File: src/rtl/bwm_pkg.sv
// Shared widths, constants, weight tables and beat types for the wheel mixer.
package bwm_pkg;

    // Sensor array and port widths
    localparam int SENSOR_COUNT = 8;
    localparam int PAIR_COUNT   = SENSOR_COUNT / 2;
    localparam int SENSOR_W     = 12;
    localparam int CMD_W        = 11;
    localparam int SPEED_W      = 11;
    localparam int LIMIT_W      = 10;
    localparam int BIAS_W       = 10;
    localparam int THRESH_W     = 15;
    localparam int CFG_IDX_W    = 2;
    localparam int CFG_DATA_W   = 15;

    // Internal datapath widths
    localparam int SUM_W        = 21;   // weighted sum, signed
    localparam int ABS_W        = 20;   // magnitude of weighted sum
    localparam int PAIR_TOT_W   = SENSOR_W + 1;
    localparam int TOTAL_W      = 15;
    localparam int PROD_W       = 24;   // command times peak, signed
    localparam int ADJ_W        = 12;   // slowed command, signed
    localparam int QUO_W        = 11;   // obstacle quotient magnitude
    localparam int MIX_W        = 14;   // command + obstacle term + bias
    localparam int WHEELS       = 2;    // lane 0 left, lane 1 right

    // Divide by 350 as multiply by ceil(2^28 / 350), exact for magnitudes below 2^20
    localparam int RECIP_W      = 20;
    localparam int RECIP_SHIFT  = 28;
    localparam logic [RECIP_W-1:0] RECIP = RECIP_W'(766959);
    localparam int QUO_MAX      = 1989;

    // Slow-down divides by 8192
    localparam int SLOW_SHIFT   = 13;
    localparam int SLOW_ROUND   = (1 << SLOW_SHIFT) - 1;

    // Register reset values
    localparam logic        [LIMIT_W-1:0]  SPEED_LIMIT_RST = LIMIT_W'(800);
    localparam logic signed [BIAS_W-1:0]   LEFT_BIAS_RST   = BIAS_W'(66);
    localparam logic signed [BIAS_W-1:0]   RIGHT_BIAS_RST  = BIAS_W'(72);
    localparam logic        [THRESH_W-1:0] ACT_THRESH_RST  = THRESH_W'(2800);

    typedef enum logic [CFG_IDX_W-1:0] {
        CFG_SPEED_LIMIT = 2'd0,
        CFG_LEFT_BIAS   = 2'd1,
        CFG_RIGHT_BIAS  = 2'd2,
        CFG_ACT_THRESH  = 2'd3
    } t_cfg_idx;

    typedef logic signed [7:0] t_weight;

    localparam t_weight W_RIGHT [SENSOR_COUNT] = '{17, 29, 34, 10, 8, -38, -56, -76};
    localparam t_weight W_LEFT  [SENSOR_COUNT] = '{-72, -58, -36, 8, 10, 36, 28, 18};

    typedef logic [SENSOR_COUNT-1:0][SENSOR_W-1:0] t_sensor_vec;

    typedef struct packed {
        logic        [LIMIT_W-1:0]  speed_limit;
        logic signed [BIAS_W-1:0]   left_bias;
        logic signed [BIAS_W-1:0]   right_bias;
        logic        [THRESH_W-1:0] activity_threshold;
    } t_cfg;

    typedef struct packed {
        logic                      valid;
        logic signed [SUM_W-1:0]   sum_l;
        logic signed [SUM_W-1:0]   sum_r;
        logic        [TOTAL_W-1:0] total;
        logic        [SENSOR_W-1:0] peak;
        logic signed [CMD_W-1:0]   cmd_l;
        logic signed [CMD_W-1:0]   cmd_r;
    } t_sum_beat;

    typedef struct packed {
        logic                    valid;
        logic signed [MIX_W-1:0] mix_l;
        logic signed [MIX_W-1:0] mix_r;
    } t_mix_beat;

    // One reading times its fixed weight, at full sum width
    function automatic logic signed [SUM_W-1:0] weight_term(
        input logic [SENSOR_W-1:0] s,
        input t_weight             w
    );
        logic signed [SUM_W-1:0] sx;
        logic signed [SUM_W-1:0] wx;
        sx = SUM_W'(s);
        wx = w;
        return sx * wx;
    endfunction

endpackage

File: src/rtl/braitenberg_wheel_mixer_top.sv
// Top level of the wheel mixer: config registers and the six-stage datapath.
//
// Use:
//   Input channel: drive the eight proximity readings and both wheel commands
//   with start high; a beat is taken at each rising edge where start is high
//   and busy is low. busy stays low, so a new beat may enter every cycle.
//   Result channel: o_valid marks one cycle in which o_left_speed and
//   o_right_speed hold a result; the receiver must take it in that cycle.
//   Config channel: i_cfg_valid / o_cfg_ready with i_cfg_index and i_cfg_data
//   (0 speed limit, 1 left bias, 2 right bias, 3 activity threshold).
//   o_cfg_ready is always high. Write only while no beat is in flight.
// Timing:
//   The accepted beat passes through six register stages (pair terms,
//   reduction, magnitude and slow product, reciprocal divide, mix,
//   saturation), none holding state across beats, so throughput is one
//   beat per cycle with no stalls.
// Reset:
//   Synchronous, active low; clears all stage valid bits and loads the
//   register defaults (800, 66, 72, 2800). The receiver cannot stall.
module braitenberg_wheel_mixer_top
    import bwm_pkg::*;
(
    input  logic                      i_clk,
    input  logic                      i_rst_n,

    // input beat
    input  logic                      start,
    output logic                      busy,
    input  logic [SENSOR_W-1:0]       i_sensor_0,
    input  logic [SENSOR_W-1:0]       i_sensor_1,
    input  logic [SENSOR_W-1:0]       i_sensor_2,
    input  logic [SENSOR_W-1:0]       i_sensor_3,
    input  logic [SENSOR_W-1:0]       i_sensor_4,
    input  logic [SENSOR_W-1:0]       i_sensor_5,
    input  logic [SENSOR_W-1:0]       i_sensor_6,
    input  logic [SENSOR_W-1:0]       i_sensor_7,
    input  logic signed [CMD_W-1:0]   i_left_command,
    input  logic signed [CMD_W-1:0]   i_right_command,

    // result beat
    output logic                      o_valid,
    output logic signed [SPEED_W-1:0] o_left_speed,
    output logic signed [SPEED_W-1:0] o_right_speed,

    // config writes
    input  logic                      i_cfg_valid,
    output logic                      o_cfg_ready,
    input  logic [CFG_IDX_W-1:0]      i_cfg_index,
    input  logic [CFG_DATA_W-1:0]     i_cfg_data
);

    t_cfg        cfg;
    t_sensor_vec sensor_vec;
    t_sum_beat   sum_beat;
    t_mix_beat   mix_beat;
    logic        in_accept;

    // fully pipelined: never holds off the source
    assign busy      = 1'b0;
    assign in_accept = start && !busy;

    assign sensor_vec[0] = i_sensor_0;
    assign sensor_vec[1] = i_sensor_1;
    assign sensor_vec[2] = i_sensor_2;
    assign sensor_vec[3] = i_sensor_3;
    assign sensor_vec[4] = i_sensor_4;
    assign sensor_vec[5] = i_sensor_5;
    assign sensor_vec[6] = i_sensor_6;
    assign sensor_vec[7] = i_sensor_7;

    bwm_cfg u_cfg (
        .i_clk       (i_clk),
        .i_rst_n     (i_rst_n),
        .i_cfg_valid (i_cfg_valid),
        .i_cfg_index (i_cfg_index),
        .i_cfg_data  (i_cfg_data),
        .o_cfg_ready (o_cfg_ready),
        .o_cfg       (cfg)
    );

    // stages 1-2: weighted sums, total, peak
    bwm_sum u_sum (
        .i_clk    (i_clk),
        .i_rst_n  (i_rst_n),
        .i_valid  (in_accept),
        .i_sensor (sensor_vec),
        .i_cmd_l  (i_left_command),
        .i_cmd_r  (i_right_command),
        .o_beat   (sum_beat)
    );

    // stages 3-5: divide by 350, slow-down, bias and command mix
    bwm_adjust u_adjust (
        .i_clk   (i_clk),
        .i_rst_n (i_rst_n),
        .i_beat  (sum_beat),
        .i_cfg   (cfg),
        .o_beat  (mix_beat)
    );

    // stage 6: saturation and output register
    bwm_sat u_sat (
        .i_clk         (i_clk),
        .i_rst_n       (i_rst_n),
        .i_beat        (mix_beat),
        .i_speed_limit (cfg.speed_limit),
        .o_valid       (o_valid),
        .o_left_speed  (o_left_speed),
        .o_right_speed (o_right_speed)
    );

endmodule

File: src/rtl/bwm_cfg.sv
// Configuration register file: speed limit, wheel biases, activity threshold.
module bwm_cfg
    import bwm_pkg::*;
(
    input  logic                  i_clk,
    input  logic                  i_rst_n,
    input  logic                  i_cfg_valid,
    input  logic [CFG_IDX_W-1:0]  i_cfg_index,
    input  logic [CFG_DATA_W-1:0] i_cfg_data,
    output logic                  o_cfg_ready,
    output t_cfg                  o_cfg
);

    t_cfg r_cfg;
    t_cfg n_cfg;

    assign o_cfg_ready = 1'b1;
    assign o_cfg       = r_cfg;

    always_comb begin
        n_cfg = r_cfg;
        if (i_cfg_valid) begin
            case (t_cfg_idx'(i_cfg_index))
                CFG_SPEED_LIMIT: n_cfg.speed_limit        = i_cfg_data[LIMIT_W-1:0];
                CFG_LEFT_BIAS:   n_cfg.left_bias          = i_cfg_data[BIAS_W-1:0];
                CFG_RIGHT_BIAS:  n_cfg.right_bias         = i_cfg_data[BIAS_W-1:0];
                CFG_ACT_THRESH:  n_cfg.activity_threshold = i_cfg_data[THRESH_W-1:0];
                default: ;
            endcase
        end
    end

    always_ff @(posedge i_clk) begin
        if (!i_rst_n) begin
            r_cfg.speed_limit        <= SPEED_LIMIT_RST;
            r_cfg.left_bias          <= LEFT_BIAS_RST;
            r_cfg.right_bias         <= RIGHT_BIAS_RST;
            r_cfg.activity_threshold <= ACT_THRESH_RST;
        end else begin
            r_cfg <= n_cfg;
        end
    end

endmodule

File: src/rtl/bwm_sum.sv
// Two-stage reduction: weighted sums, reading total and peak reading.
module bwm_sum
    import bwm_pkg::*;
(
    input  logic                    i_clk,
    input  logic                    i_rst_n,
    input  logic                    i_valid,
    input  t_sensor_vec             i_sensor,
    input  logic signed [CMD_W-1:0] i_cmd_l,
    input  logic signed [CMD_W-1:0] i_cmd_r,
    output t_sum_beat               o_beat
);

    // stage 1: pair terms
    logic                      r_s1_valid;
    logic signed [SUM_W-1:0]   r_s1_pl  [PAIR_COUNT];
    logic signed [SUM_W-1:0]   r_s1_pr  [PAIR_COUNT];
    logic [PAIR_TOT_W-1:0]     r_s1_tot [PAIR_COUNT];
    logic [SENSOR_W-1:0]       r_s1_max [PAIR_COUNT];
    logic signed [CMD_W-1:0]   r_s1_cmd_l;
    logic signed [CMD_W-1:0]   r_s1_cmd_r;

    logic signed [SUM_W-1:0]   n_s1_pl  [PAIR_COUNT];
    logic signed [SUM_W-1:0]   n_s1_pr  [PAIR_COUNT];
    logic [PAIR_TOT_W-1:0]     n_s1_tot [PAIR_COUNT];
    logic [SENSOR_W-1:0]       n_s1_max [PAIR_COUNT];

    // stage 2: full reduction
    logic                      r_s2_valid;
    logic signed [SUM_W-1:0]   r_s2_sum_l;
    logic signed [SUM_W-1:0]   r_s2_sum_r;
    logic [TOTAL_W-1:0]        r_s2_total;
    logic [SENSOR_W-1:0]       r_s2_peak;
    logic signed [CMD_W-1:0]   r_s2_cmd_l;
    logic signed [CMD_W-1:0]   r_s2_cmd_r;

    logic signed [SUM_W-1:0]   n_s2_sum_l;
    logic signed [SUM_W-1:0]   n_s2_sum_r;
    logic [TOTAL_W-1:0]        n_s2_total;
    logic [SENSOR_W-1:0]       n_s2_peak;

    always_comb begin
        for (int j = 0; j < PAIR_COUNT; j++) begin
            n_s1_pl[j]  = weight_term(i_sensor[2*j],   W_LEFT[2*j])
                        + weight_term(i_sensor[2*j+1], W_LEFT[2*j+1]);
            n_s1_pr[j]  = weight_term(i_sensor[2*j],   W_RIGHT[2*j])
                        + weight_term(i_sensor[2*j+1], W_RIGHT[2*j+1]);
            n_s1_tot[j] = PAIR_TOT_W'(i_sensor[2*j]) + PAIR_TOT_W'(i_sensor[2*j+1]);
            n_s1_max[j] = (i_sensor[2*j] > i_sensor[2*j+1]) ? i_sensor[2*j]
                                                             : i_sensor[2*j+1];
        end
    end

    always_comb begin
        n_s2_sum_l = '0;
        n_s2_sum_r = '0;
        n_s2_total = '0;
        n_s2_peak  = '0;
        for (int j = 0; j < PAIR_COUNT; j++) begin
            n_s2_sum_l = n_s2_sum_l + r_s1_pl[j];
            n_s2_sum_r = n_s2_sum_r + r_s1_pr[j];
            n_s2_total = n_s2_total + TOTAL_W'(r_s1_tot[j]);
            if (r_s1_max[j] > n_s2_peak) begin
                n_s2_peak = r_s1_max[j];
            end
        end
    end

    always_ff @(posedge i_clk) begin
        if (!i_rst_n) begin
            r_s1_valid <= 1'b0;
            r_s2_valid <= 1'b0;
        end else begin
            r_s1_valid <= i_valid;
            r_s2_valid <= r_s1_valid;
        end
    end

    always_ff @(posedge i_clk) begin
        r_s1_pl    <= n_s1_pl;
        r_s1_pr    <= n_s1_pr;
        r_s1_tot   <= n_s1_tot;
        r_s1_max   <= n_s1_max;
        r_s1_cmd_l <= i_cmd_l;
        r_s1_cmd_r <= i_cmd_r;
        r_s2_sum_l <= n_s2_sum_l;
        r_s2_sum_r <= n_s2_sum_r;
        r_s2_total <= n_s2_total;
        r_s2_peak  <= n_s2_peak;
        r_s2_cmd_l <= r_s1_cmd_l;
        r_s2_cmd_r <= r_s1_cmd_r;
    end

    always_comb begin
        o_beat.valid = r_s2_valid;
        o_beat.sum_l = r_s2_sum_l;
        o_beat.sum_r = r_s2_sum_r;
        o_beat.total = r_s2_total;
        o_beat.peak  = r_s2_peak;
        o_beat.cmd_l = r_s2_cmd_l;
        o_beat.cmd_r = r_s2_cmd_r;
    end

`ifndef SYNTHESIS
    // peak reading can never exceed the sum of all readings
    a_peak_le_total: assert property (@(posedge i_clk) disable iff (!i_rst_n)
        r_s2_valid |-> (TOTAL_W'(r_s2_peak) <= r_s2_total))
        else $error("peak reading above reading total");
`endif

endmodule

File: src/rtl/bwm_adjust.sv
// Three-stage wheel term: divide by 350, slow-down by peak, add command and bias.
module bwm_adjust
    import bwm_pkg::*;
(
    input  logic      i_clk,
    input  logic      i_rst_n,
    input  t_sum_beat i_beat,
    input  t_cfg      i_cfg,
    output t_mix_beat o_beat
);

    // stage 3: magnitudes, slow product, threshold compare
    logic                      r_s3_valid;
    logic [ABS_W-1:0]          r_s3_abs  [WHEELS];
    logic                      r_s3_neg  [WHEELS];
    logic signed [PROD_W-1:0]  r_s3_prod [WHEELS];
    logic signed [CMD_W-1:0]   r_s3_cmd  [WHEELS];
    logic                      r_s3_slow;

    logic [ABS_W-1:0]          n_s3_abs  [WHEELS];
    logic                      n_s3_neg  [WHEELS];
    logic signed [PROD_W-1:0]  n_s3_prod [WHEELS];
    logic signed [CMD_W-1:0]   n_s3_cmd  [WHEELS];

    // stage 4: reciprocal quotient, slowed command
    logic                      r_s4_valid;
    logic [QUO_W-1:0]          r_s4_q    [WHEELS];
    logic                      r_s4_neg  [WHEELS];
    logic signed [ADJ_W-1:0]   r_s4_adj  [WHEELS];

    logic [QUO_W-1:0]          n_s4_q    [WHEELS];
    logic signed [ADJ_W-1:0]   n_s4_adj  [WHEELS];

    // stage 5: signed mix
    logic                      r_s5_valid;
    logic signed [MIX_W-1:0]   r_s5_mix  [WHEELS];
    logic signed [MIX_W-1:0]   n_s5_mix  [WHEELS];

    logic signed [SUM_W-1:0]   sum_in    [WHEELS];
    logic signed [BIAS_W-1:0]  bias_in   [WHEELS];

    assign sum_in[0]  = i_beat.sum_l;
    assign sum_in[1]  = i_beat.sum_r;
    assign n_s3_cmd[0] = i_beat.cmd_l;
    assign n_s3_cmd[1] = i_beat.cmd_r;
    assign bias_in[0] = i_cfg.left_bias;
    assign bias_in[1] = i_cfg.right_bias;

    always_comb begin
        logic signed [SUM_W-1:0]  mag;
        logic signed [PROD_W-1:0] cmd_x;
        logic signed [PROD_W-1:0] peak_x;
        for (int w = 0; w < WHEELS; w++) begin
            n_s3_neg[w]  = sum_in[w][SUM_W-1];
            mag          = n_s3_neg[w] ? -sum_in[w] : sum_in[w];
            n_s3_abs[w]  = mag[ABS_W-1:0];
            cmd_x        = n_s3_cmd[w];
            peak_x       = PROD_W'(i_beat.peak);
            n_s3_prod[w] = cmd_x * peak_x;
        end
    end

    always_comb begin
        logic [ABS_W+RECIP_W-1:0] full;
        logic signed [PROD_W-1:0] round_add;
        logic signed [PROD_W-1:0] shifted;
        logic signed [ADJ_W-1:0]  cmd_w;
        logic signed [ADJ_W-1:0]  trim_w;
        for (int w = 0; w < WHEELS; w++) begin
            full      = (ABS_W+RECIP_W)'(r_s3_abs[w]) * (ABS_W+RECIP_W)'(RECIP);
            n_s4_q[w] = full[RECIP_SHIFT +: QUO_W];
            // truncate toward zero: bias negative products before the shift
            round_add = r_s3_prod[w][PROD_W-1] ? PROD_W'(SLOW_ROUND) : PROD_W'(0);
            shifted   = (r_s3_prod[w] + round_add) >>> SLOW_SHIFT;
            cmd_w     = ADJ_W'(r_s3_cmd[w]);
            trim_w    = ADJ_W'(shifted);
            n_s4_adj[w] = r_s3_slow ? (cmd_w - trim_w) : cmd_w;
        end
    end

    always_comb begin
        logic signed [MIX_W-1:0] q_x;
        logic signed [MIX_W-1:0] adj_x;
        logic signed [MIX_W-1:0] bias_x;
        for (int w = 0; w < WHEELS; w++) begin
            q_x    = MIX_W'(r_s4_q[w]);
            adj_x  = r_s4_adj[w];
            bias_x = bias_in[w];
            n_s5_mix[w] = adj_x + (r_s4_neg[w] ? -q_x : q_x) + bias_x;
        end
    end

    always_ff @(posedge i_clk) begin
        if (!i_rst_n) begin
            r_s3_valid <= 1'b0;
            r_s4_valid <= 1'b0;
            r_s5_valid <= 1'b0;
        end else begin
            r_s3_valid <= i_beat.valid;
            r_s4_valid <= r_s3_valid;
            r_s5_valid <= r_s4_valid;
        end
    end

    always_ff @(posedge i_clk) begin
        r_s3_abs  <= n_s3_abs;
        r_s3_neg  <= n_s3_neg;
        r_s3_prod <= n_s3_prod;
        r_s3_cmd  <= n_s3_cmd;
        r_s3_slow <= (i_beat.total > i_cfg.activity_threshold);
        r_s4_q    <= n_s4_q;
        r_s4_neg  <= r_s3_neg;
        r_s4_adj  <= n_s4_adj;
        r_s5_mix  <= n_s5_mix;
    end

    always_comb begin
        o_beat.valid = r_s5_valid;
        o_beat.mix_l = r_s5_mix[0];
        o_beat.mix_r = r_s5_mix[1];
    end

`ifndef SYNTHESIS
    // at or below the threshold the command passes unchanged
    a_no_slow_pass: assert property (@(posedge i_clk) disable iff (!i_rst_n)
        (r_s3_valid && !r_s3_slow) |=>
            (r_s4_adj[0] == ADJ_W'($past(r_s3_cmd[0]))) &&
            (r_s4_adj[1] == ADJ_W'($past(r_s3_cmd[1]))))
        else $error("command altered without slow-down");

    // reciprocal quotient stays within the reachable range
    a_quo_range: assert property (@(posedge i_clk) disable iff (!i_rst_n)
        r_s4_valid |-> (r_s4_q[0] <= QUO_W'(QUO_MAX)) && (r_s4_q[1] <= QUO_W'(QUO_MAX)))
        else $error("obstacle quotient out of range");
`endif

endmodule

File: src/rtl/bwm_sat.sv
// Output stage: symmetric saturation to the speed limit, result strobe.
module bwm_sat
    import bwm_pkg::*;
(
    input  logic                      i_clk,
    input  logic                      i_rst_n,
    input  t_mix_beat                 i_beat,
    input  logic [LIMIT_W-1:0]        i_speed_limit,
    output logic                      o_valid,
    output logic signed [SPEED_W-1:0] o_left_speed,
    output logic signed [SPEED_W-1:0] o_right_speed
);

    logic                      r_valid;
    logic signed [SPEED_W-1:0] r_speed [WHEELS];
    logic signed [SPEED_W-1:0] n_speed [WHEELS];
    logic signed [MIX_W-1:0]   mix_in  [WHEELS];

    assign mix_in[0] = i_beat.mix_l;
    assign mix_in[1] = i_beat.mix_r;

    always_comb begin
        logic signed [MIX_W-1:0] lim_x;
        logic signed [MIX_W-1:0] res;
        lim_x = MIX_W'(i_speed_limit);
        for (int w = 0; w < WHEELS; w++) begin
            if (mix_in[w] > lim_x) begin
                res = lim_x;
            end else if (mix_in[w] < -lim_x) begin
                res = -lim_x;
            end else begin
                res = mix_in[w];
            end
            n_speed[w] = SPEED_W'(res);
        end
    end

    always_ff @(posedge i_clk) begin
        if (!i_rst_n) begin
            r_valid <= 1'b0;
        end else begin
            r_valid <= i_beat.valid;
        end
    end

    always_ff @(posedge i_clk) begin
        r_speed <= n_speed;
    end

    assign o_valid       = r_valid;
    assign o_left_speed  = r_speed[0];
    assign o_right_speed = r_speed[1];

`ifndef SYNTHESIS
    logic signed [SPEED_W-1:0] lim_s;
    assign lim_s = SPEED_W'(i_speed_limit);

    // with the limit steady, both speeds lie inside the band
    a_speed_band: assert property (@(posedge i_clk) disable iff (!i_rst_n)
        (o_valid && $stable(i_speed_limit)) |->
            (o_left_speed  <= lim_s) && (o_left_speed  >= -lim_s) &&
            (o_right_speed <= lim_s) && (o_right_speed >= -lim_s))
        else $error("wheel speed outside speed limit");
`endif

endmodule
File: config.mk
export PLATFORM = sky130hd
export DESIGN_NAME = braitenberg_wheel_mixer_top
export DESIGN_NICKNAME = d
export VERILOG_FILES = /design/src/rtl/bwm_pkg.sv /design/src/rtl/braitenberg_wheel_mixer_top.sv /design/src/rtl/bwm_cfg.sv /design/src/rtl/bwm_sum.sv /design/src/rtl/bwm_adjust.sv /design/src/rtl/bwm_sat.sv
export SDC_FILE = /design/constraint.sdc
export NUM_CORES = 2
export LEC_CHECK = 0
export BUFFER_PORTS_ARGS = -buffer_cell sky130_fd_sc_hd__buf_2
export CORE_ASPECT_RATIO = 0.9
export CORE_MARGIN = 2
export CORE_UTILIZATION = 59
export CTS_BUF_LIST = sky130_fd_sc_hd__clkbuf_16
export DETAILED_ROUTE_END_ITERATION = 12
export HOLD_SLACK_MARGIN = 0.1
export PLACE_DENSITY_LB_ADDON = 0.12
export SYNTH_ARGS = -nofsm -noshare
export SYNTH_HDL_FRONTEND = slang
export SYNTH_SLANG_ARGS = --single-unit
File: constraint.sdc
create_clock -name i_clk -period 15.2 [get_ports i_clk]
set_input_delay 0.76 -clock i_clk [delete_from_list [all_inputs] [get_ports i_clk]]
set_output_delay 0.76 -clock i_clk [all_outputs]
set_load 0.02 [all_outputs]
======== Word level (Yosys, flattened, before mapping) ========
Index checks and enable logic that the tools add are counted.
storage, ports and cells
  output and inout bits ................... 25
  register bits ........................... 643
  word-level logic and storage cells ...... 148
operators by class
  reductions and logical operators ........ 5
  magnitude comparators ................... 13
  multiplexer cells ....................... 20
  equality and inequality tests ........... 3
  $add $sub $neg .......................... 34
  multipliers ............................. 18
operators by type and width
  kind                                                 number
  adder 21 bit                                         12
  2-to-1 mux 12 bit                                    10
  greater-than comparator 12 bit                       7
  multiplier 20 x 20 -> 39 bit, second input constant  2
  multiplier 13 x 6 -> 19 bit, second input constant   3
  adder 12 x 12 -> 13 bit                              4
  multiplier 12 x 5 -> 17 bit, second input constant   3
  adder 24 x 14 -> 24 bit                              2
  multiplier 11 x 13 -> 24 bit                         2
  multiplier 12 x 3 -> 15 bit, second input constant   3
  2-to-1 mux 20 bit                                    2
  negator 20 bit                                       2
  multiplier 13 x 5 -> 18 bit, second input constant   2
  multiplier 12 x 4 -> 16 bit, second input constant   2
  adder 15 x 13 -> 15 bit                              2
  adder 12 x 14 -> 14 bit                              2
  adder 14 x 10 -> 14 bit                              2
  greater-than comparator 14 x 11 -> 1 bit             2
  < comparator 14 bit                                  2
  2-to-1 mux 14 bit                                    2
  negator 11 -> 14 bit                                 2
  2-to-1 mux 13 bit                                    2
  subtractor 11 x 11 -> 12 bit                         2
  2-to-1 mux 11 bit                                    2
  12 further kinds                                     17

======== Logic depth before layout (Yosys ltp) ========
  depth after elaboration ................. 8
  mapped depth ............................ 31

======== By module ========
A second synthesis with hierarchy kept.
second synthesis, totals
  cell total of the unflattened synthesis .. 7633
  area total of the unflattened synthesis .. 73245.2 µm²
modules (own cells, without submodules)
  module                       cells each  times used  area each (µm²)
  bwm_adjust                   3572        1           34670.8
  bwm_sum                      3561        1           34121.5
  bwm_sat                      317         1           2657.5
  bwm_cfg                      181         1           1784.2
  braitenberg_wheel_mixer_top  2           1           11.3

======== Least setup slack after synthesis ========
No wires, ideal clock.
  kind .................................... reg-to-reg
  start ................................... reg u_adjust.r_s3_abs[31] in the netlist's numbering
  end ..................................... reg u_adjust.r_s4_q[21] in the netlist's numbering
  path buffers ............................ 0
  data arrival time ....................... 5.937 ns
  period minus slack after synthesis ...... 6.058 ns
  stages on the path, launching flop included .. 22
  path slack .............................. 9.142 ns
  library setup time ...................... 0.121 ns
  cells stage by stage .................... dfxtp_1 -> fa_1 -> inv_1 -> fa_1 -> inv_1 -> fa_1 -> fa_1 -> inv_1 -> fa_1 -> inv_1 -> fa_1 -> fa_1 -> ha_1 -> nand4_1 -> nor4_1 -> a211oi_1 -> a21oi_2 -> o211ai_1 -> or2_2 -> a21oi_1 -> a21oi_1 -> xnor2_1
RTL lines
  what                    line               RTL
  start, declared         bwm_adjust.sv:14   logic [ABS_W-1:0] r_s3_abs [WHEELS];
  start signal, assigned  bwm_adjust.sv:106  r_s3_abs <= n_s3_abs;
  end signal, assigned    bwm_adjust.sv:111  r_s4_q <= n_s4_q;
  end, declared           bwm_adjust.sv:27   logic [QUO_W-1:0] r_s4_q [WHEELS];

==> flow_summary.ini <==
[synth]
synth-main-ff-cell = dfxtp_1
synth.distinct_cells = 86
postSynth.asyncResetShare_pct = 0
yosysSeqAreaShare_pct = 17.40
yosysWarnings = 0
synth_cells = 7352
avgSynthCellArea_um2 = 9.641
ys_ff_latch = 616
synth_edf_count = 0
synth_nets = 9687
syn_area_um2 = 70880

[detailed_routing]
drt-initial-drc-count = 2816
wl_mm = 181.9
drt_first_pass_iters = 7
drc = 0
wl_per_cell_um = 19.85
routed_via_density = 5.434
num_vias = 49810
ant_nets = 0

[sta]
slew_headroom_pct = 14.52
hold_viol_final = 0
worst_slew_pin_slew_ps = 1280
min_period_ps = 7035
drv_slew = 0
setup_viol = 0
fin_setup_tns_ps = 0
fmax_mhz = 142.1
rsz0062_at_grt = false
clock_skew_ps = 30.28
period_share_pct = 46.28
whs_ps = 190.1

[worst_setup_path]
critPathCaptureType = flop
arrival_ps = 7630
required_ps = 15790
critPathKind = flop to flop
slowest_delay_ps = 690
critPathLaunchType = flop
cp_common_cell = fa_1
cp_slowest_cell = dfxtp_1
r2r_slack_ps = 8160
crit_chain = ha_1 > fa_1 > fa_1 > inv_1 > fa_1 > inv_1 > ha_1 > inv_1 > fa_1 > inv_1 > fa_1 > ha_1 > a21oi_1 > a21boi_0 > o311ai_0 > nand4_1 > a31oi_1 > o21ai_1 > o311a_1 > o21a_1 > nor2_1 > xnor2_1
crit_fanout = 9

[final_layout]
final_cell_mix = 1495 x inv_1, 1339 x ha_1, 857 x fa_1
drive_gt1_share_pct = 4.951
fillCellCount = 10010
layout_commonest_cell = inv_1
nNetsFinal = 9851
synthToLayoutAreaGrowth_pct = 7.176
final_cell_count_no_fill = 9166

[die]
num_rows = 120
initial_core_util_pct = 59.53
fp.dieW_um = 369.4
fp.dieArea_um2 = 122900
core_um2 = 119100
fp.dieH_um = 332.8
ios = 164

[placement]
routabilityCongestion = 0.9501
place_inst = 9027
portBuffers = 161
place_hpwl_mm = 153.7

[clock_tree]
insertion_delay_ps = 670
cts.path.max_buffers = 3
post-cts-setup-buffers = 0
clock-sinks = 616
cts-resized-gates = 0
root_buffer = clkbuf_16
numCtsBuffers = 73
htreeDepth = 3
cts_tree = built
cts_hold_buffers = 0
clk_pin_slew_ps = 60

[global_route]
grt_pass1_wl_mm = 289.0
grt_pass1_vias = 51400
antenna_found_initial = 20
grt_start_max_net_pins = 52
grt-ovfl-total = 0
track_usage_pct = 30.45

[job]
drv_cap = 0

[outcome]
status = complete, no violations

[min_path]
min_path_type = primary input to flop
-- worst max-delay path: cells and delay by family, from the launching register on --
kind | cells | cell delay (ps)
buffers and inverters | 4 | 200
xor gates and xnor gates | 1 | 130
and+or+nand+nor | 2 | 340
adders and majority gates | 8 | 3370
DFF | 1 | 690
AOI/OAI and AO/OA | 7 | 2250
-- kinds of logic after synthesis --
family	after synthesis	share of synthesized area, %
other	2	0.01060
and+or+nand+nor	1271	8.685
muxes	81	1.204
buffers and inverters	1577	8.371
xor gates and xnor gates	525	6.517
DFF	616	17.40
AOI/OAI and AO/OA	1084	9.975
adders and majority gates	2196	47.84
-- sequential cells by signal, summed over array words and instances (netlist names), 20 cells and up --
| name | count |
|---|---|
| u_adjust.o_beat | 28 |
| u_adjust.r_s3_abs | 39 |
| u_adjust.r_s3_cmd | 22 |
| u_adjust.r_s3_prod | 48 |
| u_adjust.r_s4_adj | 24 |
| u_adjust.r_s4_q | 22 |
| u_cfg.o_cfg | 45 |
| u_sum.r_s1_max | 48 |
| u_sum.r_s1_pl | 74 |
| u_sum.r_s1_pr | 69 |
| u_sum.r_s1_tot | 52 |
| u_sum.r_s2_sum_l | 20 |
| u_sum.r_s2_sum_r | 21 |
-- final timing paths --
check | from | to | cells past startpoint
min reg2reg | u_sum.r_s1_cmd_l[2] | u_sum.r_s2_cmd_l[2] | 0
min | i_right_command[7] | u_sum.r_s1_cmd_r[7] | 1
max reg2reg | u_adjust.r_s3_abs[7] | u_adjust.r_s4_q[9] | 22
max | u_adjust.r_s3_abs[7] | u_adjust.r_s4_q[9] | 22
-- metal layers --
metal | track usage (%) | share of wire, %
met1 | 43.71 | 47
met2 | 48.18 | 44
met3 | 4.775 | 5.8
met4 | 7.217 | 2.6
met5 | 0 | 0.021
-- area by class of cell --
type / instances / area (um^2) / share of cell area, %
inverter: 1486 / 5578 / 7.342
clock buffer: 75 / 1877 / 2.471
antenna: 6 / 15.01 / 0.01976
multi-input combinational: 5159 / 52630 / 69.28
sequential: 616 / 12330 / 16.23
tap: 1586 / 1984 / 2.612
clock inverter: 58 / 605.6 / 0.7972
timing repair buffer: 180 / 948.4 / 1.248
-- synthesized netlist by cell type (6+ instances only) --
library cell	count	share of area, %
a2111oi_0	8	0.099
a211o_1	9	0.11
mux2_2	34	0.54
a31oi_1	14	0.12
o41ai_1	18	0.22
nand2_1	374	2.0
and2_1	135	1.2
or3_1	38	0.34
o221ai_1	9	0.11
a21boi_0	46	0.49
and3_1	28	0.25
clkbuf_1	81	0.43
dfxtp_1	616	17
nand4_1	45	0.40
nor3_1	87	0.61
or4_1	6	0.064
nor3b_1	6	0.064
a211oi_1	28	0.30
o41a_1	8	0.13
ha_1	1339	24
fa_1	857	24
xor2_1	154	1.9
inv_1	1485	7.9
nor2b_1	99	0.87
xnor2_1	369	4.6
nor2_1	294	1.6
o21a_1	62	0.66
o211ai_1	27	0.29
a21o_1	133	1.4
a21oi_1	310	2.2
a31o_2	9	0.11
mux2i_1	47	0.66
o21ai_0	214	1.5
o31ai_1	27	0.29
nand3_1	53	0.37
o21ai_1	7	0.049
or2_2	13	0.11
a221oi_1	6	0.074
nand2b_1	71	0.63
nor4_1	10	0.088
o21bai_1	91	0.96
-- stage by stage --
| step | cell area [um^2] | worst slack, ps | utilization (%) |
|---|---|---|---|
| final | 75970 | 8165 | 63.80 |
| after global placement | 73470 | 8262 | 61.71 |
| after CTS | 75950 | 8115 | 63.79 |
| after floorplan | 70880 | 9142 | - |
| after global routing | 75960 | 7843 | 63.79 |
| after detailed placement | 73470 | 8152 | 61.71 |
Power is not shown: default switching activity piles up to over one toggle a cycle in this logic, so the estimate is an artifact.
